### src/sv/polar_sector_classifier_macros.svh
// Assertion macros shared by the sector classifier RTL.
// No dependencies.
`ifndef POLAR_SECTOR_CLASSIFIER_MACROS_SVH
`define POLAR_SECTOR_CLASSIFIER_MACROS_SVH
`ifndef ASSERT_OFF
`define PSC_ASSERT(label, clk, rst, prop, msg) \
  label: assert property (@(posedge clk) disable iff (rst) prop) else $error(msg);
`define PSC_ASSERT_RST(label, clk, prop, msg) \
  label: assert property (@(posedge clk) prop) else $error(msg);
`else
`define PSC_ASSERT(label, clk, rst, prop, msg)
`define PSC_ASSERT_RST(label, clk, prop, msg)
`endif
`endif

### src/sv/psc_pkg.sv
// Shared types and constants for the polar sector classifier.
// No dependencies.
package psc_pkg;
  localparam int AtanEntries = 24;
  localparam int AngBits = 26;
  localparam logic [AngBits-1:0] HalfTurn = 26'(180 * 65536);
  localparam logic [AngBits-1:0] FullTurn = 26'(360 * 65536);

  typedef enum logic [1:0] {ST_IDLE, ST_CORDIC, ST_WALK, ST_DONE} state_t;

  typedef struct packed {
    logic [AngBits-1:0] lo;
    logic               hit;
    logic [3:0]         idx;
  } walk_t;

  function automatic logic [AngBits-1:0] atan_at(input logic [4:0] i);
    logic [AngBits-1:0] r;
    begin
      case (i)
        5'd0: r = 26'd2949120;  5'd1: r = 26'd1740967;  5'd2: r = 26'd919879;
        5'd3: r = 26'd466945;   5'd4: r = 26'd234379;   5'd5: r = 26'd117304;
        5'd6: r = 26'd58666;    5'd7: r = 26'd29335;    5'd8: r = 26'd14668;
        5'd9: r = 26'd7334;     5'd10: r = 26'd3667;    5'd11: r = 26'd1833;
        5'd12: r = 26'd917;     5'd13: r = 26'd458;     5'd14: r = 26'd229;
        5'd15: r = 26'd115;     5'd16: r = 26'd57;      5'd17: r = 26'd29;
        5'd18: r = 26'd14;      5'd19: r = 26'd7;       5'd20: r = 26'd4;
        5'd21: r = 26'd2;       5'd22: r = 26'd1;       default: r = '0;
      endcase
      return r;
    end
  endfunction
endpackage

### src/sv/psc_cordic_cell.sv
// One CORDIC micro-rotation cell; a row of these forms the angle pipeline.
// Depends on psc_pkg.
module psc_cordic_cell import psc_pkg::*; #(
  parameter int W = 20,
  parameter int STEP = 0
) (
  input  logic               clk,
  input  logic               en,
  input  logic signed [W-1:0] x_in,
  input  logic signed [W-1:0] y_in,
  input  logic [AngBits-1:0]  z_in,
  output logic signed [W-1:0] x_out,
  output logic signed [W-1:0] y_out,
  output logic [AngBits-1:0]  z_out
);
  logic signed [W-1:0] dx, dy;
  logic [AngBits-1:0] a;
  assign dx = y_in >>> STEP;
  assign dy = x_in >>> STEP;
  assign a  = atan_at(5'(STEP));

  // rotate toward the x axis, hand the result to the next cell
  always_ff @(posedge clk) begin
    if (en) begin
      if (!y_in[W-1]) begin
        x_out <= x_in + dx;
        y_out <= y_in - dy;
        z_out <= z_in + a;
      end else begin
        x_out <= x_in - dx;
        y_out <= y_in + dy;
        z_out <= z_in - a;
      end
    end
  end
endmodule

### config.mk
export PLATFORM = sky130hd
export DESIGN_NAME = psc_cordic_cell
export DESIGN_NICKNAME = d
export VERILOG_FILES = /design/src/sv/polar_sector_classifier_macros.svh /design/src/sv/psc_pkg.sv /design/src/sv/psc_cordic_cell.sv
export SDC_FILE = /design/constraint.sdc
export NUM_CORES = 1
export LEC_CHECK = 0
export BUFFER_PORTS_ARGS = -buffer_cell sky130_fd_sc_hd__buf_2
export CAP_MARGIN = 20
export CORE_MARGIN = 1
export CORE_UTILIZATION = 30
export DETAILED_ROUTE_END_ITERATION = 10
export PLACE_DENSITY_LB_ADDON = 0.3
export SLEW_MARGIN = 15
export SYNTH_ARGS = -nofsm -noshare
export SYNTH_HDL_FRONTEND = slang
export SYNTH_SLANG_ARGS = --single-unit
export TNS_END_PERCENT = 30
### constraint.sdc
create_clock -name clk -period 3.26 [get_ports clk]
set_clock_uncertainty 0.15 [all_clocks]
set_input_delay 0.652 -clock clk [delete_from_list [all_inputs] [get_ports clk]]
set_output_delay 0.652 -clock clk [all_outputs]
set_load 0.01 [all_outputs]
==> run metrics, run 1 <==
status=finished clean; htree depth=3; die width=approximately 140 um; initial drt markers=between 300 and 400; Ant. Diodes=0; Max Clk Rate=about 350 MHz; Routed Antenna Nets=0; global-route wire length before repair=between 20 and 25 mm; Die H=between 100 and 150 um; setup ws final=414 ps; sw power=0.000973 W; # Max-Cap Violations=0; final WL=~15 mm; Fin. Hold Viols=0; TritonRoute pass-1 iters=6; Buffers on Ports=around 130; Total Power=roughly 0.0031 W; sw frac=0.309; Layout Cells excl Fill=around 970; Mapped Cells=593; hold_sp=z_in[10]; post_cts resized=0; HPWL Detailed=approximately 12 mm; CP required=approximately 3200 ps; Yosys top cell area share=0.343; Clk pwr share=0.324; CTS tree=built; routed vias=~4.8k; Placer Congestion=just under 0.9; clk sinks=65; largest net degree at the start of global routing=between 50 and 60; Area Growth Syn to Fin=23.8%; sequential area share after synthesis=0.343; Mapped Nets=about 740; Worst Tran Pin Value=roughly 590 ps; Synth area leader=edfxtp_1; largest cells by area after synthesis=edfxtp_1, ha_1, xnor2_1; setup tns final=0 ps; Post-CTS Setup Inserts=0; layout cell share with drive strength beyond 1=0.277; Cells after DPL=between 900 and 1k; Async SR Flop Fraction=0; logic gate share of total power=0.325; Seq cells post-synth=65; cell area after synthesis=roughly 0.0057 mm^2; IO Pins=134; FP Rows=49; vias per std cell=just under 5; clk buf depth=2; drt wl/cell=15.2 um; CP endpoint kind=register; Final period util=0.873; total grt overflow=0; DRC Markers=0; Avg Cell Area, Syn=between 9 and 10 um^2; core area=about 0.018 mm^2; Crit path arrival time=~2800 ps; CTS root buf=clkbuf_16; Pwr Density=about 450 mW/mm^2; dominant synthesized flop cell=edfxtp_1; Hold Crit Class=input pin to register; Post-synth EDFFs=65; Worst-path clk slew=around 60 ps; gr usage total=0.154; RSZ-0062 raised after global routing=no; antenna violations before repair=0; leakage=around 3.2 nW; Max VDD drop=between 200 and 250 uV; final count of negative-setup-slack endpoints=0; crit path kind=input pin to register; total number of yosys warnings=0; CP Launch Point=x_in[0]; Int Pwr=approximately 0.0022 W; critical path fanouts, max=3; hold buffers post-CTS=0; Startpoint Class=input pin; CTS buffer count=9; Seq pwr share=0.351; Nets=~900; min Tclk post-route=between 2000 and 3000 ps; Initial Utilization=0.311; Slew headroom=0.606; die area=roughly 0.020 mm^2; Setup WS pre-CTS=roughly 80 ps; Synth cell types=between 70 and 80; Slew Viols, Final=0; vias in the first global route=between 4k and 5k; Fill cells=1861
-- kinds of logic (layout without fill, tap and decap cells) --
family / count (synthesis) / in the layout / synth area share
flip-flops: 65 / 65 / 0.343
AO/OA/AOI/OAI: 178 / 178 / 0.219
XOR/XNOR: 44 / 44 / 0.0678
adder cells (fa/ha/maj): 74 / 74 / 0.168
buffers and inverters: 91 / 243 / 0.0667
AND/OR/NAND/NOR: 131 / 131 / 0.117
multiplexers: 10 / 10 / 0.0178
-- metal layers --
metal  part of all wire  global-route usage  routed length (um)  up-vias
li1                   -                   -                   -     2416
met1               0.48               0.213                7100     2153
met2               0.43               0.230                6320      186
met3              0.072              0.0403                1070       22
met4              0.020              0.0561                 292        0
met5                  0                   0                   0        -
-- placed cells by master, fill, tap and decap left out, types with 3 or more instances in the layout --
master	count
buf_2	133
a211o_1	5
xnor2_1	34
o21ai_0	27
and2_1	3
nand2b_1	9
nor2b_1	6
buf_4	29
o21a_1	5
o31ai_2	3
clkbuf_16	9
edfxtp_1	65
nand4_1	5
nand3_1	14
mux2i_1	9
a21oi_1	56
o31ai_1	6
nor2_1	41
o21ai_1	6
a211oi_1	5
xor2_1	10
a21o_1	14
nor3_1	15
inv_1	63
ha_1	70
o21bai_1	7
a31oi_1	9
o211ai_1	6
nand2_1	20
fa_1	4
-- power by group through the flow --
| stage | clock network [W] | registers (W) | logic, W |
|---|---|---|---|
| 2_1_floorplan | 0 | 0.00120 | 0.000572 |
| 3_3_place_gp | 0 | 0.00112 | 0.00102 |
| 3_5_place_dp | 0 | 0.00112 | 0.00102 |
| 4_1_cts | 0.00105 | 0.00111 | 0.00102 |
| 5_1_grt | 0.00108 | 0.00112 | 0.00112 |
| 6_report | 0.00102 | 0.00110 | 0.00102 |
-- cell usage after synthesis (10+ instances only) --
cell type / n
nand2_1: 20
ha_1: 70
nand3_1: 14
o21ai_0: 27
xnor2_1: 34
a21o_1: 14
nor2_1: 41
xor2_1: 10
edfxtp_1: 65
nor3_1: 15
inv_1: 63
a21oi_1: 56
-- metrics by stage --
stage / hold slack [ps] / instance area, um^2 / util
after global routing: 325 / 7040 / 0.385
after global placement: 679 / 6720 / 0.368
after detailed placement: 680 / 6720 / 0.368
final: 347 / 7040 / 0.385
after CTS: 329 / 7040 / 0.385
after floorplan: 601 / 5690 / -
-- worst paths after layout --
check / to / cells after the start
worst max-delay path: x_out[12] / 11
worst min-delay path: z_out[10] / 1
-- state kept, by name, summed over array words and instances, names as in the netlist --
register,flops
y_out,20
z_out,26
x_out,19
-- layout make-up --
type	count	area, um^2	area share
multi-input cells	437	3350	0.477
repair buffers	162	883	0.125
well taps	229	287	0.0407
flip-flops and latches	65	1950	0.277
inverters	65	244	0.0347
clock buffers	9	225	0.0320
clock inverters	7	93.8	0.0133
-- worst max-delay path, cell delays in order --
cell	delay (ps)
buf_2	100
ha_1	170
inv_1	60
fa_1	410
or2_4	290
a221oi_4	290
o211ai_2	160
a21oi_1	230
o21ai_1	80
a21oi_1	190
xnor2_1	120
No activity file was read; power rests on OpenSTA's default activity.
==> inputs of run 2 (changes only) <==
Settings changed: CORE_UTILIZATION 30 to 55, PLACE_DENSITY set to 0.89, PLACE_DENSITY_LB_ADDON 0.3 to unset.
==> run 2 against run 1 <==
Die area is 45% lower. Critical path type unchanged. Largest power group unchanged. Combinational power hardly changed. Fmax is 7.4% lower.
==> run metrics, run 2 (synthesis results as in run 1) <==
status=finished clean; setup tns final=0 ps (unchanged); clk sinks=65 (unchanged); leakage=3.12 nW (-1.6%); Routed Antenna Nets=0 (unchanged); Slew Viols, Final=0 (unchanged); routed vias=5224 (+9.4%); Clk pwr share=0.265 (-0.059); CP endpoint kind=register; Most common cell on crit path=a21oi_1; Layout Cells excl Fill=875 (-10%); Max VDD drop=258 uV (+25%); CP peak stage delay=630 ps (+220 ps); initial drt markers=385 (+12%); vias in the first global route=4874 (+7.1%); CTS tree=built; final count of negative-setup-slack endpoints=0 (unchanged); max FFs per register=26 (unchanged); TritonRoute pass-1 iters=6 (unchanged); Worst-path clk slew=80 ps (+20 ps); largest net degree at the start of global routing=52 (-1.9%); sw power=0.000983 W (+1.0%); core area=0.00991 mm^2 (-46%); Nets=879 (-0.34%); hold depth=1 (unchanged); logic gate share of total power=0.354 (+0.029); Worst Tran Pin Value=720 ps (+134 ps); Final period util=0.943 (+0.0699); worst min-delay path endpoint=z_out[0]; Top Registers=z_out (26), y_out (20), x_out (19); Ant. Diodes=0 (unchanged); commonest non-fill, non-tap cell in the layout=buf_2; Setup WS pre-CTS=-2.85 ps (-82.4 ps); sw frac=0.337 (+0.0275); Startpoint Class=input pin; post_cts resized=0 (unchanged); Fin. Hold Viols=0 (unchanged); Pwr Density=429 mW/mm^2 (-4.0%); drt wl/cell=17.5 um (+15%); RSZ-0062 raised after global routing=no; final WL=15.3 mm (+3.3%); Biggest register=z_out; HPWL Detailed=12.2 mm (+0.10%); # Max-Cap Violations=0 (unchanged); global-route wire length before repair=24.1 mm (+1.6%); clk buf depth=2 (unchanged); CTS buffer count=9 (unchanged); layout cell share with drive strength beyond 1=0.275 (-0.00158); setup ws final=186 ps (-228 ps); hold buffers post-CTS=0 (unchanged); Cells after DPL=859 (-10%); total grt overflow=0 (unchanged); Die H=104 um (-26%); die area=0.0107 mm^2 (-45%); htree depth=3 (unchanged); CTS root buf=clkbuf_8; Crit path max-delay family=compound AO/OA/AOI/OAI gates; Fill cells=788 (-58%); Seq pwr share=0.381 (+0.030); DRC Markers=0 (unchanged); final core utilization=0.686 (+0.301); worst-path cell with the longest stage delay=o21ai_0; Crit path arrival time=3010 ps (+250 ps); crit path kind=input pin to register; commonest non-fill, non-tap cells in the layout=buf_2, ha_1, edfxtp_1, inv_1, a21oi_1; Hold Crit Class=input pin to register; placed inst area=0.00658 mm^2 (-2.1%); design area=0.00680 mm^2 (-3.4%); CP required=3200 ps (+20 ps); antenna violations before repair=0 (unchanged); critical path fanouts, max=11 (+8); Buffers on Ports=133 (unchanged); vias per std cell=5.97 (+22%); IO Pins=134 (unchanged); gr usage total=0.281 (+0.127); worst-path cell chain=buf_2 > inv_1 > ha_1 > a21oi_1 > o21ai_0 > a21oi_1 > a31oi_1 > nor3_1 > mux2i_1 > xnor2_1; Placer Congestion=0.953 (+8.0%); Slew headroom=0.515 (-0.0906); Max Clk Rate=325 MHz (-7.4%); min Tclk post-route=3070 ps (+228 ps); Int Pwr=0.00194 W (-11%); Initial Utilization=0.574 (+0.263); Area Growth Syn to Fin=19.6%; WP buf/inv=2 (unchanged); FP Rows=36 (-27%); Post-CTS Setup Inserts=0 (unchanged); die width=104 um (-26%); hold_sp=z_in[0]
==> run 2: cell count changes in the layout (fill, tap and decap cells not counted), sizes merged <==
cell and delta:
inv +2, clkinvlp -1, buf -3, clkinv -1
==> run 2: power groups by stage <==
stage | Sequential, W | Combinational (W) | Clock [W]
floorplan | 0.00120 | 0.000572 | 0
detailed placement | 0.00113 | 0.00101 | 0
finish | 0.00111 | 0.00103 | 0.000774
CTS | 0.00111 | 0.00102 | 0.000776
global placement | 0.00113 | 0.000984 | 0
global route | 0.00112 | 0.00111 | 0.000808
==> run 2: area by class of cell <==
class	count	area (um^2)	share of cell area
multi-input cells	437	3350	0.493
flip-flops and latches	65	1950	0.287
repair buffers	159	861	0.127
inverters	65	244	0.0359
well taps	133	166	0.0245
clock buffers	9	124	0.0182
clock inverters	7	100	0.0147
==> run 2: per-layer routing <==
| layer | routed length, um | global-route usage | vias up |
|---|---|---|---|
| met5 | 0 | 0 | - |
| met4 | 259 | 0.0796 | 0 |
| met3 | 1440 | 0.0485 | 28 |
| met2 | 7060 | 0.459 | 324 |
| met1 | 6520 | 0.386 | 2458 |
| li1 | - | - | 2414 |
==> run 2: per-stage QoR <==
step / total power [W] / hold WS, ps
finish: 0.00292 / 336
global route: 0.00304 / 317
CTS: 0.00291 / 322
detailed placement: 0.00214 / 680
global placement: 0.00211 / 679
floorplan: 0.00177 / 601
==> run 2: worst max-delay path by stage <==
stage                        start         to  slack [ps]  cells past startpoint
after CTS                  x_in[8]  x_out[17]         360                     10
after global routing       x_in[8]  x_out[17]          30                     10
final                      x_in[8]  x_out[17]         190                     10
after global placement     x_in[8]  y_out[19]          40                     10
after floorplan           y_in[19]  z_out[25]         330                      9
after detailed placement   x_in[8]  x_out[17]          -3                     10
==> inputs of run 3 (changes only) <==
Settings changed: ABC_AREA set to 1, CORE_UTILIZATION 55 to 56, PLACE_DENSITY 0.89 to 0.9.
==> run 3 against run 2 <==
Non-clock buffer count fell by 22. Area after synthesis rose by 11%. Sequential power barely moved. Sequential cell count did not move. Core utilization fell by 2.6 points. Critical path depth did not move.
==> run metrics, run 3 <==
critical path fanouts, max=10 (-1); leakage=3.84 nW (+23%); die width=108 um (+4.2%); commonest non-fill, non-tap cells in the layout=nand2_1, inv_1, buf_2, nand3_1, ha_1; TritonRoute pass-1 iters=6 (unchanged); die area=0.0117 mm^2 (+8.6%); gr usage total=0.287 (+0.00512); Max VDD drop=277 uV (+7.7%); worst-path cell with the longest stage delay=ha_1; CP Launch Point=x_in[14]; status=finished clean; Max Clk Rate=405 MHz (+25%); sequential area share after synthesis=0.310 (-0.0333); setup ws final=791 ps (+605 ps); Final period util=0.757 (-0.186); worst-path cell chain=buf_2 > inv_1 > ha_1 > inv_1 > a21oi_1 > o21ai_0 > a21oi_1 > nand3_1 > nand3_1 > nand2_1; Post-synth EDFFs=65 (unchanged); Pwr Density=386 mW/mm^2 (-10%); Mapped Nets=1025 (+39%); Total Power=0.00278 W (-4.9%); Startpoint Class=input pin; Worst-path clk slew=70 ps (about the same); DRC Markers=0 (unchanged); Mapped Cells=883 (+49%); total number of yosys warnings=0 (unchanged); Post-CTS Setup Inserts=0 (unchanged); clk sinks=65 (unchanged); Fill cells=1003 (+27%); clk buf depth=2 (unchanged); RSZ-0062 raised after global routing=no; Initial Utilization=0.578 (+0.00452); Synth top cells by count=nand2_1, inv_1, nand3_1; Nets=1148 (+31%); Hold Crit Class=input pin to register; Seq cells post-synth=65 (unchanged); Routed Antenna Nets=0 (unchanged); Slew headroom=0.720 (+0.204); Area Growth Syn to Fin=14.2%; max FFs per register=26 (unchanged); global-route wire length before repair=26.1 mm (+8.1%); CP Capture Point=x_out[19]; final core utilization=0.660 (-0.0259); Die H=108 um (+4.2%); antenna violations before repair=0 (unchanged); dominant synthesized flop cell=edfxtp_1; routed vias=6244 (+20%); IO Pins=134 (unchanged); Crit path arrival time=2430 ps (-580 ps); cell area after synthesis=0.00630 mm^2 (+11%); htree depth=3 (unchanged); Top Registers=z_out (26), y_out (20), x_out (19); CTS tree=built; initial drt markers=525 (+36%); most common cell in the netlist=nand2_1; Async SR Flop Fraction=0 (unchanged); setup tns final=0 ps (unchanged); CP endpoint kind=register; CP required=3220 ps (+20 ps); HPWL Detailed=13.0 mm (+7.3%); hold buffers post-CTS=0 (unchanged); Synth cell types=35 (-51%); crit path kind=input pin to register; post_cts resized=0 (unchanged); # Max-Cap Violations=0 (unchanged); FP Rows=38 (+5.6%); commonest non-fill, non-tap cell in the layout=nand2_1; drt wl/cell=14.0 um (-20%); layout cell share with drive strength beyond 1=0.171 (-0.104); Hold WS=319 ps (-16.9 ps); Worst Tran Pin Value=420 ps (-299 ps); total grt overflow=0 (unchanged); vias in the first global route=5787 (+19%); Fin. Hold Viols=0 (unchanged); Slew Viols, Final=0 (unchanged); core area=0.0109 mm^2 (+9.9%); Biggest register=z_out; Avg Cell Area, Syn=7.13 um^2 (-26%); min Tclk post-route=2470 ps (-605 ps); CP peak stage delay=500 ps (-130 ps); CTS root buf=clkbuf_8; Buffers on Ports=133 (unchanged); largest net degree at the start of global routing=66 (+27%); Ant. Diodes=0 (unchanged); vias per std cell=5.43 (-9.1%); Placer Congestion=0.943 (-1.1%); final count of negative-setup-slack endpoints=0 (unchanged); CTS buffer count=9 (unchanged); Synth area leader=edfxtp_1; final WL=16.1 mm (+5.7%); Yosys top cell area share=0.310 (-0.0333); Setup WS pre-CTS=444 ps (+447 ps); largest cells by area after synthesis=edfxtp_1, nand2_1, ha_1
==> run 3: stage by stage <==
stage	cells	area [um^2]
floorplan	883	6300
global placement	1135	7000
detailed placement	1135	7000
CTS	1150	7190
global route	1150	7190
finish	1150	7190
==> run 3: worst min-delay path by stage <==
stage	start	endpoint	slack, ps	depth (start not counted)
finish	z_in[9]	z_out[9]	320	1
global route	z_in[1]	z_out[1]	310	1
CTS	z_in[2]	z_out[2]	300	1
floorplan	z_in[0]	z_out[0]	600	0
global placement	z_in[9]	z_out[9]	680	1
detailed placement	z_in[2]	z_out[2]	680	1
==> run 3: final cells by class <==
cell class,instances,area (um^2),share of cell area
Inverter,137,514,0.0715
Sequential cell,65,1950,0.271
Clock buffer,9,124,0.0172
Tap cell,140,175,0.0244
Clock inverter,6,68.8,0.00957
Timing Repair Buffer,137,708,0.0985
Multi-Input combinational cell,656,3650,0.507
==> run 3: cell families after synthesis <==
logic type | count (synthesis) | synth area share
flip-flops | 65 | 0.310
AO/OA/AOI/OAI | 112 | 0.0990
AND/OR/NAND/NOR | 454 | 0.306
adder cells (fa/ha/maj) | 74 | 0.152
XOR/XNOR | 16 | 0.0223
buffers and inverters | 162 | 0.110
==> run 3: power by group <==
part	leakage, nW	internal, W	switching [W]
Combinational	3.11	0.000354	0.000665
Sequential	0.635	0.00106	0.0000269
Clock	0.0957	0.000352	0.000323
==> run 3: routing by layer <==
metal  global-route usage  up-vias  share of wire
met2                0.470      308           0.45
li1                     -     3110              -
met3               0.0494       32          0.092
met4                0.110        0          0.024
met1                0.376     2794           0.44
met5                    0        -              0
==> run 3: critical path, delay by kind of cell <==
kind | cells | cell delay (ps)
AO/OA/AOI/OAI | 3 | 640
adder cells (fa/ha/maj) | 1 | 500
AND/OR/NAND/NOR | 3 | 270
buffers and inverters | 3 | 370
