**src/sv/polar_sector_classifier_macros.svh**
```systemverilog
// Assertion macros shared by the sector classifier RTL.
// No dependencies.
`ifndef POLAR_SECTOR_CLASSIFIER_MACROS_SVH
`define POLAR_SECTOR_CLASSIFIER_MACROS_SVH
`ifndef ASSERT_OFF
`define PSC_ASSERT(label, clk, rst, prop, msg) \
  label: assert property (@(posedge clk) disable iff (rst) prop) else $error(msg);
`define PSC_ASSERT_RST(label, clk, prop, msg) \
  label: assert property (@(posedge clk) prop) else $error(msg);
`else
`define PSC_ASSERT(label, clk, rst, prop, msg)
`define PSC_ASSERT_RST(label, clk, prop, msg)
`endif
`endif

```
**src/sv/psc_pkg.sv**
```systemverilog
// Shared types and constants for the polar sector classifier.
// No dependencies.
package psc_pkg;
  localparam int AtanEntries = 24;
  localparam int AngBits = 26;
  localparam logic [AngBits-1:0] HalfTurn = 26'(180 * 65536);
  localparam logic [AngBits-1:0] FullTurn = 26'(360 * 65536);

  typedef enum logic [1:0] {ST_IDLE, ST_CORDIC, ST_WALK, ST_DONE} state_t;

  typedef struct packed {
    logic [AngBits-1:0] lo;
    logic               hit;
    logic [3:0]         idx;
  } walk_t;

  function automatic logic [AngBits-1:0] atan_at(input logic [4:0] i);
    logic [AngBits-1:0] r;
    begin
      case (i)
        5'd0: r = 26'd2949120;  5'd1: r = 26'd1740967;  5'd2: r = 26'd919879;
        5'd3: r = 26'd466945;   5'd4: r = 26'd234379;   5'd5: r = 26'd117304;
        5'd6: r = 26'd58666;    5'd7: r = 26'd29335;    5'd8: r = 26'd14668;
        5'd9: r = 26'd7334;     5'd10: r = 26'd3667;    5'd11: r = 26'd1833;
        5'd12: r = 26'd917;     5'd13: r = 26'd458;     5'd14: r = 26'd229;
        5'd15: r = 26'd115;     5'd16: r = 26'd57;      5'd17: r = 26'd29;
        5'd18: r = 26'd14;      5'd19: r = 26'd7;       5'd20: r = 26'd4;
        5'd21: r = 26'd2;       5'd22: r = 26'd1;       default: r = '0;
      endcase
      return r;
    end
  endfunction
endpackage

```
**src/sv/psc_walk_cell.sv**
```systemverilog
// One sector-walk cell: tests one table entry's span and passes the running start on.
// Depends on psc_pkg.
module psc_walk_cell import psc_pkg::*; #(
  parameter int IDX = 0
) (
  input  logic               clk,
  input  logic               en,
  input  logic               active,
  input  logic [AngBits-1:0] ang,
  input  logic [15:0]        width,
  input  walk_t              w_in,
  output walk_t              w_out
);
  // 16+16 bit whole-degree spans fit in 33 bits of Q.16
  logic [33:0] hi;
  logic        match;
  assign hi = 34'(w_in.lo) + {2'b0, width, 16'h0};
  assign match = active && !w_in.hit && (34'(ang) >= 34'(w_in.lo)) && (34'(ang) < hi);

  // sum the span; saturate start past any reachable angle
  always_ff @(posedge clk) begin
    if (en) begin
      w_out.lo  <= (hi >= 34'(FullTurn)) ? FullTurn : hi[AngBits-1:0];
      w_out.hit <= w_in.hit | match;
      w_out.idx <= match ? 4'(IDX) : w_in.idx;
    end
  end
endmodule

```
**config.mk**
```make
export PLATFORM = sky130hd
export DESIGN_NAME = psc_walk_cell
export DESIGN_NICKNAME = d
export VERILOG_FILES = /design/src/sv/polar_sector_classifier_macros.svh /design/src/sv/psc_pkg.sv /design/src/sv/psc_walk_cell.sv
export SDC_FILE = /design/constraint.sdc
export NUM_CORES = 1
export LEC_CHECK = 0
export ABC_AREA = 1
export BUFFER_PORTS_ARGS = -buffer_cell sky130_fd_sc_hd__buf_4
export CORE_ASPECT_RATIO = 2
export CORE_MARGIN = 2
export CORE_UTILIZATION = 27
export CTS_BUF_LIST = sky130_fd_sc_hd__clkbuf_4 sky130_fd_sc_hd__clkbuf_8
export DETAILED_ROUTE_END_ITERATION = 7
export PLACE_DENSITY = 0.49
export SYNTH_ARGS = -nofsm -noshare
export SYNTH_HDL_FRONTEND = slang
export SYNTH_SLANG_ARGS = --single-unit
```
**constraint.sdc**
```tcl
create_clock -name clk -period 3.4 [get_ports clk]
set_clock_uncertainty 0.05 [all_clocks]
set_input_delay 1.02 -clock clk [delete_from_list [all_inputs] [get_ports clk]]
set_output_delay 1.02 -clock clk [all_outputs]
set_load 0.1 [all_outputs]
```
==> flow_metrics.tcl, run 1 <==
set metrics [dict create \
    synth_ff_type "edfxtp_1" \
    io-pin-count 107 \
    drv_slew 0 \
    maxCapViolations 0 \
    regArea_um2 931 \
    ys_ff_latch 31 \
    worst_hold_startpoint "w_in[4]" \
    final_util_pct 39.9 \
    min_path_cells 3 \
    dpl.cell_count 667 \
    die_w_um 79.2 \
    ir_drop_mv 0.161 \
    drive_above_1_share_pct 36.9 \
    fp-row-count 55 \
    min_path_type "primary input to flip-flop" \
    critical_path_class "primary input to flip-flop" \
    cellLeakagePower_uw 0.00228 \
    path_cells "buf_8, ha_4, inv_2, fa_2, inv_2, nand2_2, nand2_1, nand3b_1, nand2_2, inv_2, o21ai_2, xor2_2, inv_2, ha_4, nand3_2, nor2_1, nand3_1, nand2_1, nand2_1, nand2_1, nand2_2, nand2_2, nand2_2" \
    fin_setup_tns_ns -0.0256 \
    syn_nets 509 \
    syn-cell-area_mm2 0.00305 \
    n_antenna_cell 0 \
    io_buffers 106 \
    gp_congestion 0.866 \
    hold_end "w_out[4]" \
    crit_arrival_ns 3.41 \
    initial_core_util_pct 27.4 \
    regMostFlops "w_out" \
    fmax_ghz 0.292 \
    grt_max_degree 32 \
    crit_fanout 5 \
    hold_viol_final 0 \
    crit_top_cell "nand2_2" \
    cts_max_level 2 \
    place_area_mm2 0.00427 \
    rsz0062_at_grt "yes" \
    ys_seq_area_share_pct 30.5 \
    min_period_over_period_pct 101 \
    synthMuxAreaShare_pct 0 \
    period_needed_ns 3.43 \
    antenna_found_initial 0 \
    core_area_mm2 0.0111 \
    drt_iter0_markers 100 \
    synth_compound_area_share_pct 9.88 \
    syn_inst 389 \
    grt-ovfl-total 0 \
    grt_pass1_vias 2913 \
    wl_per_cell_um 11.7 \
    die_h_um 154 \
    syn_to_final_growth_pct 45.7 \
    synthAdderAreaFrac_pct 18.3 \
    synth_warnings 0 \
    end_kind "flip-flop" \
    grt_use_total_pct 13.3 \
    cpMaxStageDelayCell "fa_2" \
    synth_enable_flop_cells 31 \
    fill_cells 1222 \
    drt_wl_total_um 7960 \
    final_cell_area_mm2 0.00445 \
    ant_nets 0 \
    final_nets 656 \
    critical_path_required_ns 3.39 \
    die-area_mm2 0.0122 \
    largest_registers "w_out x31" \
    largest_reg_flops 31 \
    drtPass1Iterations 6 \
    startpoint_type "primary input" \
    outcome "finished, violations left" \
    cts.sinks 31 \
    dpl.hpwl_um 6930 \
    cellPowerDensity_mw_per_mm2 339 \
    via_per_inst 4.33 \
    multi_input_area_mm2 0.00188 \
    fin_cells 679 \
    setup_ws_ns -0.0256 \
    synth.distinct_cells 39 \
    setup_viol 1 \
    synth_xor_area_share_pct 2.79 \
    cts_tree "done" \
    grt_pass1_wl_um 13000 \
    clockBufferDepth 2 \
    numCtsBuffers 5 \
    slowest_delay_ns 0.40 \
    clk_pin_slew_ns 0.06 \
    synth_async_sr_flop_share_pct 0 \
    avgSynthCellArea_um2 7.85 \
    drc_errors 0 \
    cts-root-buf "clkbuf_8" \
    yosys.area_share.simple_pct 29.1 \
    violations "negative setup slack" \
    holdWs_ns 0.967 \
    synth_top_family_by_area "simple AND/OR/NAND/NOR gates" \
    vias 2940 \
]
[synthesized netlist by cell type, types with 2 or more instances]
cell type	count	share of area [%]
nor2_1	26	3.2
nand3b_1	3	0.74
nand2_2	4	0.82
ha_1	43	18
a21oi_1	28	4.6
edfxtp_1	31	30
xor2_2	2	1.1
xnor2_1	5	1.4
inv_1	64	7.9
nor2_2	19	3.9
nor2_4	4	1.5
nand4_1	3	0.61
a21oi_4	2	1.1
nor3_1	5	0.82
a211oi_1	3	0.74
o21ai_1	2	0.33
nand3_1	29	4.8
nand2_1	89	11
inv_2	3	0.37
o21ai_0	5	0.82
[layer usage]
metal,track usage [%],vias up,routed length [µm]
met5,0,-,0
met4,4.27,0,150
met3,2.45,11,452
met2,22.4,87,3800
met1,17.0,1265,3550
li1,-,1577,-
[worst max path at each step]
stage,start,endpoint,slack (ns),cells after the start
6_report,w_in[21],w_out[4],-0.03,23
5_1_grt,w_in[21],w_out[4],-0.25,23
4_1_cts,w_in[21],w_out[4],0.002,23
3_5_place_dp,w_in[21],w_out[4],-0.33,23
3_3_place_gp,w_in[21],w_out[4],-0.26,23
2_1_floorplan,width[0],w_out[4],-0.05,22
[worst max-delay path, delay by kind of cell]
| kind | cells | cell delay, ns |
|---|---|---|
| AO/OA/AOI/OAI | 1 | 0.16 |
| XOR/XNOR | 1 | 0.18 |
| adder cells (fa/ha/maj) | 3 | 0.79 |
| buffers and inverters | 5 | 0.30 |
| AND/OR/NAND/NOR | 13 | 0.96 |
[cell families (layout without fill, tap and decap cells)]
logic type      after synthesis  in the layout
fa+ha+maj                    44             44
flops                        31             31
compound gates               48             48
buf+inv                      69            217
other cells                   1              1
xor+xnor                      8              8
simple gates                188            188
[final cells by class]
class | count | area share [%]
timing repair buffer | 142 | 24.8
sequential | 31 | 20.9
clock buffer | 5 | 1.55
tap | 142 | 3.99
inverter | 67 | 5.65
clock inverter | 3 | 0.872
multi-input combinational | 289 | 42.2
[timing repair]
| item | 4_1_cts | 5_1_grt |
|---|---|---|
| setup buffers | 1 | 3 |
| pin swaps | 2 | 11 |
| gates resized for setup | 0 | 11 |
| hold buffers | 0 | 0 |
| endpoints found under the hold margin | 0 | 0 |
| setup endpoints to repair | 1 | 5 |
[where the power goes]
part           leakage, µW  switching (µW)  internal [µW]
Sequential        0.000298            5.77            444
Combinational      0.00192             429            271
Clock            0.0000556             143            214
[cell usage in the layout (no fill, tap or decap), drive strengths merged, types with 2 or more instances in the layout]
| master | netlist | layout |
|---|---|---|
| nand3b | 4 | 4 |
| a21oi | 30 | 30 |
| xnor2 | 5 | 5 |
| clkbuf | 0 | 5 |
| o21ai | 8 | 8 |
| nor3 | 5 | 5 |
| a211oi | 3 | 3 |
| nor2 | 49 | 49 |
| a21o | 2 | 2 |
| clkinv | 0 | 2 |
| nand3 | 30 | 30 |
| xor2 | 3 | 3 |
| edfxtp | 31 | 31 |
| ha | 43 | 43 |
| buf | 2 | 142 |
| nand2 | 93 | 93 |
| inv | 67 | 67 |
| nand4 | 3 | 3 |
[through the flow]
stage               worst slack, ns  power (µW)
global route                 -0.253        1610
finish                      -0.0256        1510
CTS                         0.00206        1520
floorplan                   -0.0538         905
global placement             -0.260        1140
detailed placement           -0.331        1140
No activity file was read; power rests on OpenSTA's default activity.
==> run 2: changes to the inputs <==
Settings changed: CAP_MARGIN set to 5, CTS_BUF_LIST sky130_fd_sc_hd__clkbuf_4 sky130_fd_sc_hd__clkbuf_8 to sky130_fd_sc_hd__clkbuf_16, PLACE_DENSITY 0.49 to 0.47.
Clock period 3.4 ns to 4.32 ns, I/O delays scaled along.
==> flow_metrics.tcl, run 2 (same netlist as run 1, synthesis figures left out) <==
set metrics [dict create \
    post_cts_resized 0 \
    final_cell_mix "buf_4 (106), nand2_1 (89), inv_1 (64)" \
    cts_setup_buffers 0 \
    grt_use_total_pct 13.0 \
    wl_per_cell_um 12.0 \
    period_needed_ns 3.83 \
    core_area_mm2 0.0111 \
    hold_viol_final 0 \
    die_h_um 154 \
    largest_registers "w_out x31" \
    gp_congestion 0.869 \
    drtPass1Iterations 4 \
    ant_nets 0 \
    drive_above_1_share_pct 30.3 \
    syn_to_final_growth_pct 36.1 \
    numCtsBuffers 5 \
    drt_iter0_markers 137 \
    via_per_inst 4.38 \
    drv_slew 0 \
    crit_fanout 5 \
    crit_arrival_ns 3.80 \
    maxCapViolations 0 \
    initial_core_util_pct 27.4 \
    io-pin-count 107 \
    grt-ovfl-total 0 \
    antenna_found_initial 0 \
    largest_reg_flops 31 \
    rsz0062_at_grt "no" \
    grt_max_degree 32 \
    p_seq_share_pct 28.7 \
    hold_buffers 0 \
    grt_pass1_wl_um 12800 \
    final_common_cell "buf_4" \
    io_buffers 106 \
    critical_path_class "primary input to flip-flop" \
    combPwrFrac_pct 39.7 \
    cellPowerDensity_mw_per_mm2 297 \
    cts_tree "done" \
    final_nets 620 \
    fmax_ghz 0.261 \
    cts_max_level 2 \
    vias 2814 \
    ir_drop_mv 0.155 \
    die-area_mm2 0.0122 \
    die_w_um 79.2 \
    min_period_over_period_pct 88.6 \
    cts-root-buf "clkbuf_16" \
    grt_pass1_vias 2788 \
    regMostFlops "w_out" \
    clk_pin_slew_ns 0.05 \
    setup_viol 0 \
    end_kind "flip-flop" \
    clockBufferDepth 2 \
    netSwitchingPower_uw 450 \
    holdWs_ns 1.26 \
    dpl.hpwl_um 6650 \
    critical_path_required_ns 4.30 \
    cts.sinks 31 \
    drt_wl_total_um 7720 \
    outcome "complete, no violations" \
    drc_errors 0 \
    min_path_type "primary input to flip-flop" \
    n_antenna_cell 0 \
    switching_share_pct 36.4 \
    internal_power_uw 785 \
    fin_setup_tns_ns 0 \
    clkPwrFrac_pct 31.6 \
    startpoint_type "primary input" \
    fp-row-count 55 \
    cellLeakagePower_uw 0.00211 \
]
run 2: cell types whose count changed in the layout (fill, tap and decap cells not counted), moves of 3 or more:
cell       before  now
clkbuf_8        5    0
buf_4         138  106
clkbuf_16       0    5
nand2_2         7    4
nand2_1        86   89
run 2: area by class of cell:
cell class | instances | area (µm²)
fillers | 1208 | 6990
flip-flops and latches | 31 | 931
clock inverters | 3 | 38.8
well taps | 142 | 178
clock buffers | 5 | 125
multi-input cells | 289 | 1840
inverters | 67 | 251
repair buffers | 106 | 796
run 2: worst paths after layout:
kind	depth (start not counted)	slack (ns)	to	from
setup / recovery	23	0.49	w_out[4]	w_in[21]
hold / removal	3	1.26	w_out[4]	w_in[4]
run 2: routing by layer:
layer / routed length (µm) / vias to the layer above / global-route usage [%]
met4: 79 / 0 / 3.45
met2: 3440 / 87 / 20.5
met5: 0 / - / 0
met3: 433 / 5 / 2.28
met1: 3770 / 1215 / 18.3
li1: - / 1507 / -
run 2: power groups by stage:
| stage | Combinational [µW] | Sequential [µW] | Clock [µW] |
|---|---|---|---|
| 2_1_floorplan | 216 | 494 | 0 |
| 3_3_place_gp | 495 | 361 | 0 |
| 3_5_place_dp | 494 | 361 | 0 |
| 4_1_cts | 496 | 355 | 403 |
| 5_1_grt | 543 | 356 | 416 |
| 6_report | 490 | 355 | 391 |
run 2: per-stage QoR:
step,instances,area [µm²],util [%],total power [µW],setup slack (ns)
floorplan,389,3050,-,710,0.537
global placement,635,3990,35.8,855,0.250
detailed placement,635,3990,35.8,855,0.182
CTS,643,4160,37.3,1250,0.465
global route,643,4160,37.3,1320,0.204
finish,643,4160,37.3,1230,0.494
run 2: critical path, cell delays in order:
cell and delay (ns):
buf_4 0.09, ha_1 0.15, inv_1 0.05, fa_1 0.42, inv_1 0.10, nand2_1 0.07, nand2_1 0.06, nand3b_1 0.11
nand2_2 0.10, inv_2 0.04, o21ai_2 0.14, xor2_2 0.19, inv_2 0.08, ha_1 0.29, nand3_1 0.10, nor2_1 0.09
nand3_1 0.07, nand2_1 0.06, nand2_1 0.04, nand2_1 0.06, nand2_2 0.08, nand2_1 0.07, nand2_1 0.04
==> run 3: changes to the inputs <==
Settings changed: ABC_AREA 1 to unset, PLACE_DENSITY 0.47 to 0.49.
==> flow_metrics.tcl, run 3 <==
set metrics [dict create \
    outcome "complete, no violations" \
    min_path_cells 2 \
    antenna_found_initial 0 \
    initial_core_util_pct 27.7 \
    drc_errors 0 \
    drt_wl_total_um 7640 \
    power.total_uw 1260 \
    multi_input_area_mm2 0.00169 \
    synth_warnings 0 \
    synth_commonest_cells "ha_1 (43), inv_1 (35), edfxtp_1 (31)" \
    clockBufferDepth 2 \
    cts.sinks 31 \
    internal_power_uw 827 \
    syn_inst 261 \
    grt_max_degree 32 \
    largest_registers "w_out x31" \
    grt_use_met3_pct 1.76 \
    final_nets 522 \
    tightestPinTransition_ns 0.555 \
    gp_congestion 0.779 \
    fmax_ghz 0.236 \
    syn-cell-area_mm2 0.00259 \
    synth_enable_flop_cells 31 \
    cellLeakagePower_uw 0.00195 \
    critical_path_required_ns 4.29 \
    slew_headroom_pct 62.6 \
    place_area_mm2 0.00377 \
    yosys.area_share.simple_pct 16.5 \
    syn_to_final_growth_pct 59.1 \
    final_cell_mix "buf_4 (126), ha_1 (38), inv_1 (34)" \
    hold_viol_final 0 \
    synth_area_leaders "edfxtp_1 (36%), ha_1 (21%), inv_1 (5.1%)" \
    use_met2_pct 31.5 \
    cts_max_level 2 \
    hold_end "w_out[4]" \
    grt_pass1_vias 2536 \
    synth_async_sr_flop_share_pct 0 \
    grt_use_met1_pct 12.3 \
    regArea_um2 931 \
    grt_pass1_wl_um 11700 \
    synthAdderAreaFrac_pct 21.5 \
    avgSynthCellArea_um2 9.94 \
    cellPowerDensity_mw_per_mm2 306 \
    synth_most_common_cell "ha_1" \
    fin_setup_tns_ns 0 \
    final_common_cell "buf_4" \
    clkPwrFrac_pct 31.1 \
    grt-ovfl-total 0 \
    synth_ff_type "edfxtp_1" \
    final_cell_area_mm2 0.00413 \
    die-area_mm2 0.0105 \
    n_antenna_cell 0 \
    drtPass1Iterations 3 \
    drv_slew 0 \
    netSwitchingPower_uw 435 \
    vias 2435 \
    cts_tree "done" \
    die_h_um 143 \
    fill_cells 907 \
    hold_buffers 0 \
    clk_pin_slew_ns 0.05 \
    critical_path_class "primary input to flip-flop" \
    synth_top_family_by_area "adder cells" \
    wl_per_cell_um 15.1 \
    synthMuxAreaShare_pct 0.386 \
    ys_ff_latch 31 \
    p_seq_share_pct 28.1 \
    dpl.hpwl_um 6500 \
    rsz0062_at_grt "yes" \
    combPwrFrac_pct 40.8 \
    end_kind "flip-flop" \
    drive_above_1_share_pct 42.9 \
    drt_iter0_markers 44 \
    largest_reg_flops 31 \
    period_needed_ns 4.25 \
    min_period_over_period_pct 98.3 \
    switching_share_pct 34.5 \
    fp-row-count 50 \
    yosys.area.top_type_share_pct 35.9 \
    synth_xor_area_share_pct 1.69 \
    numCtsBuffers 5 \
    ir_drop_mv 0.142 \
    ys_seq_area_share_pct 35.9 \
    io-pin-count 107 \
    syn_nets 381 \
    io_buffers 106 \
    core_area_mm2 0.00938 \
    maxCapViolations 0 \
    cts-root-buf "clkbuf_16" \
    grt_use_total_pct 14.8 \
    synth.distinct_cells 53 \
    synth_compound_area_share_pct 18.2 \
    crit_arrival_ns 4.22 \
    startpoint_type "primary input" \
    crit_fanout 2 \
    setup_viol 0 \
    min_path_type "primary input to flip-flop" \
    die_w_um 73.3 \
    ant_nets 0 \
    synth_area_leader_cell "edfxtp_1" \
    regMostFlops "w_out" \
    busiest_layer "met2" \
    via_per_inst 4.80 \
    worst_hold_startpoint "w_in[4]" \
]
==> run 3: changes by cell type after synthesis, moves of 10 or more <==
cell | before | now
and2_1 | 1 | 17
nand3_1 | 29 | 7
nor2_2 | 19 | 0
inv_1 | 64 | 35
a21oi_1 | 28 | 18
nand2_1 | 89 | 15
nor2_1 | 26 | 9
==> run 3: cell families after synthesis <==
kind of cell / Yosys count
AO/OA/AOI/OAI: 66
XOR/XNOR: 5
adder cells (fa/ha/maj): 44
buffers and inverters: 37
flip-flops: 31
multiplexers: 1
other: 1
AND/OR/NAND/NOR: 76
==> run 3: cell type report <==
| class | instances | share of cell area (%) |
|---|---|---|
| repair buffers | 136 | 26.2 |
| inverters | 35 | 3.18 |
| clock inverters | 3 | 0.939 |
| clock buffers | 5 | 3.03 |
| well taps | 104 | 3.15 |
| flip-flops and latches | 31 | 22.5 |
| multi-input cells | 193 | 41.0 |
==> run 3: repair_timing <==
action                     4_1_cts  5_1_grt
pin swaps                        1       22
buffers inserted                 0        3
setup endpoints to repair        5        5
gates resized for setup          4       28
==> run 3: how the worst max path moves through the flow <==
stage | slack (ns) | depth (start not counted) | to | start
after global routing | -0.07 | 16 | w_out[4] | w_in[21]
after detailed placement | -0.35 | 16 | w_out[4] | w_in[23]
after CTS | 0.009 | 16 | w_out[4] | width[0]
after floorplan | 0.02 | 15 | w_out[4] | width[0]
after global placement | -0.29 | 16 | w_out[4] | w_in[23]
final | 0.07 | 16 | w_out[4] | w_in[21]
==> run 3: stage by stage <==
step	hold WS (ns)	utilization [%]	instances	setup WS [ns]
3_5_place_dp	1.54	40.1	496	-0.354
3_3_place_gp	1.54	40.1	496	-0.287
6_report	1.25	44.0	507	0.0750
5_1_grt	1.26	44.0	507	-0.0708
4_1_cts	1.25	42.1	504	0.00930
2_1_floorplan	1.36	-	261	0.0192
==> run 3: worst max-delay path: stages <==
cell and delay [ns]:
buf_6 0.10, ha_4 0.17, inv_2 0.05, fa_2 0.23, nor2b_4 0.05, o31a_1 0.28
a21o_2 0.22, ha_4 0.26, and3_4 0.16, nand3_2 0.08, or3_4 0.39, a31oi_4 0.21
o41ai_4 0.11, a21oi_2 0.18, a2111oi_4 0.07, or3_1 0.35
==> run 3: per-layer routing <==
layer | routed length [µm] | share of wire, %
met4 | 227 | 3.0
met5 | 0 | 0
met1 | 2330 | 30
met2 | 4800 | 63
met3 | 286 | 3.7
==> run 3: power by group through the flow <==
| stage | Sequential (µW) | Clock [µW] | Combinational, µW |
|---|---|---|---|
| after floorplan | 497 | 0 | 164 |
| after global placement | 361 | 0 | 484 |
| after detailed placement | 361 | 0 | 486 |
| after CTS | 355 | 401 | 489 |
| after global routing | 357 | 406 | 558 |
| final | 355 | 392 | 514 |
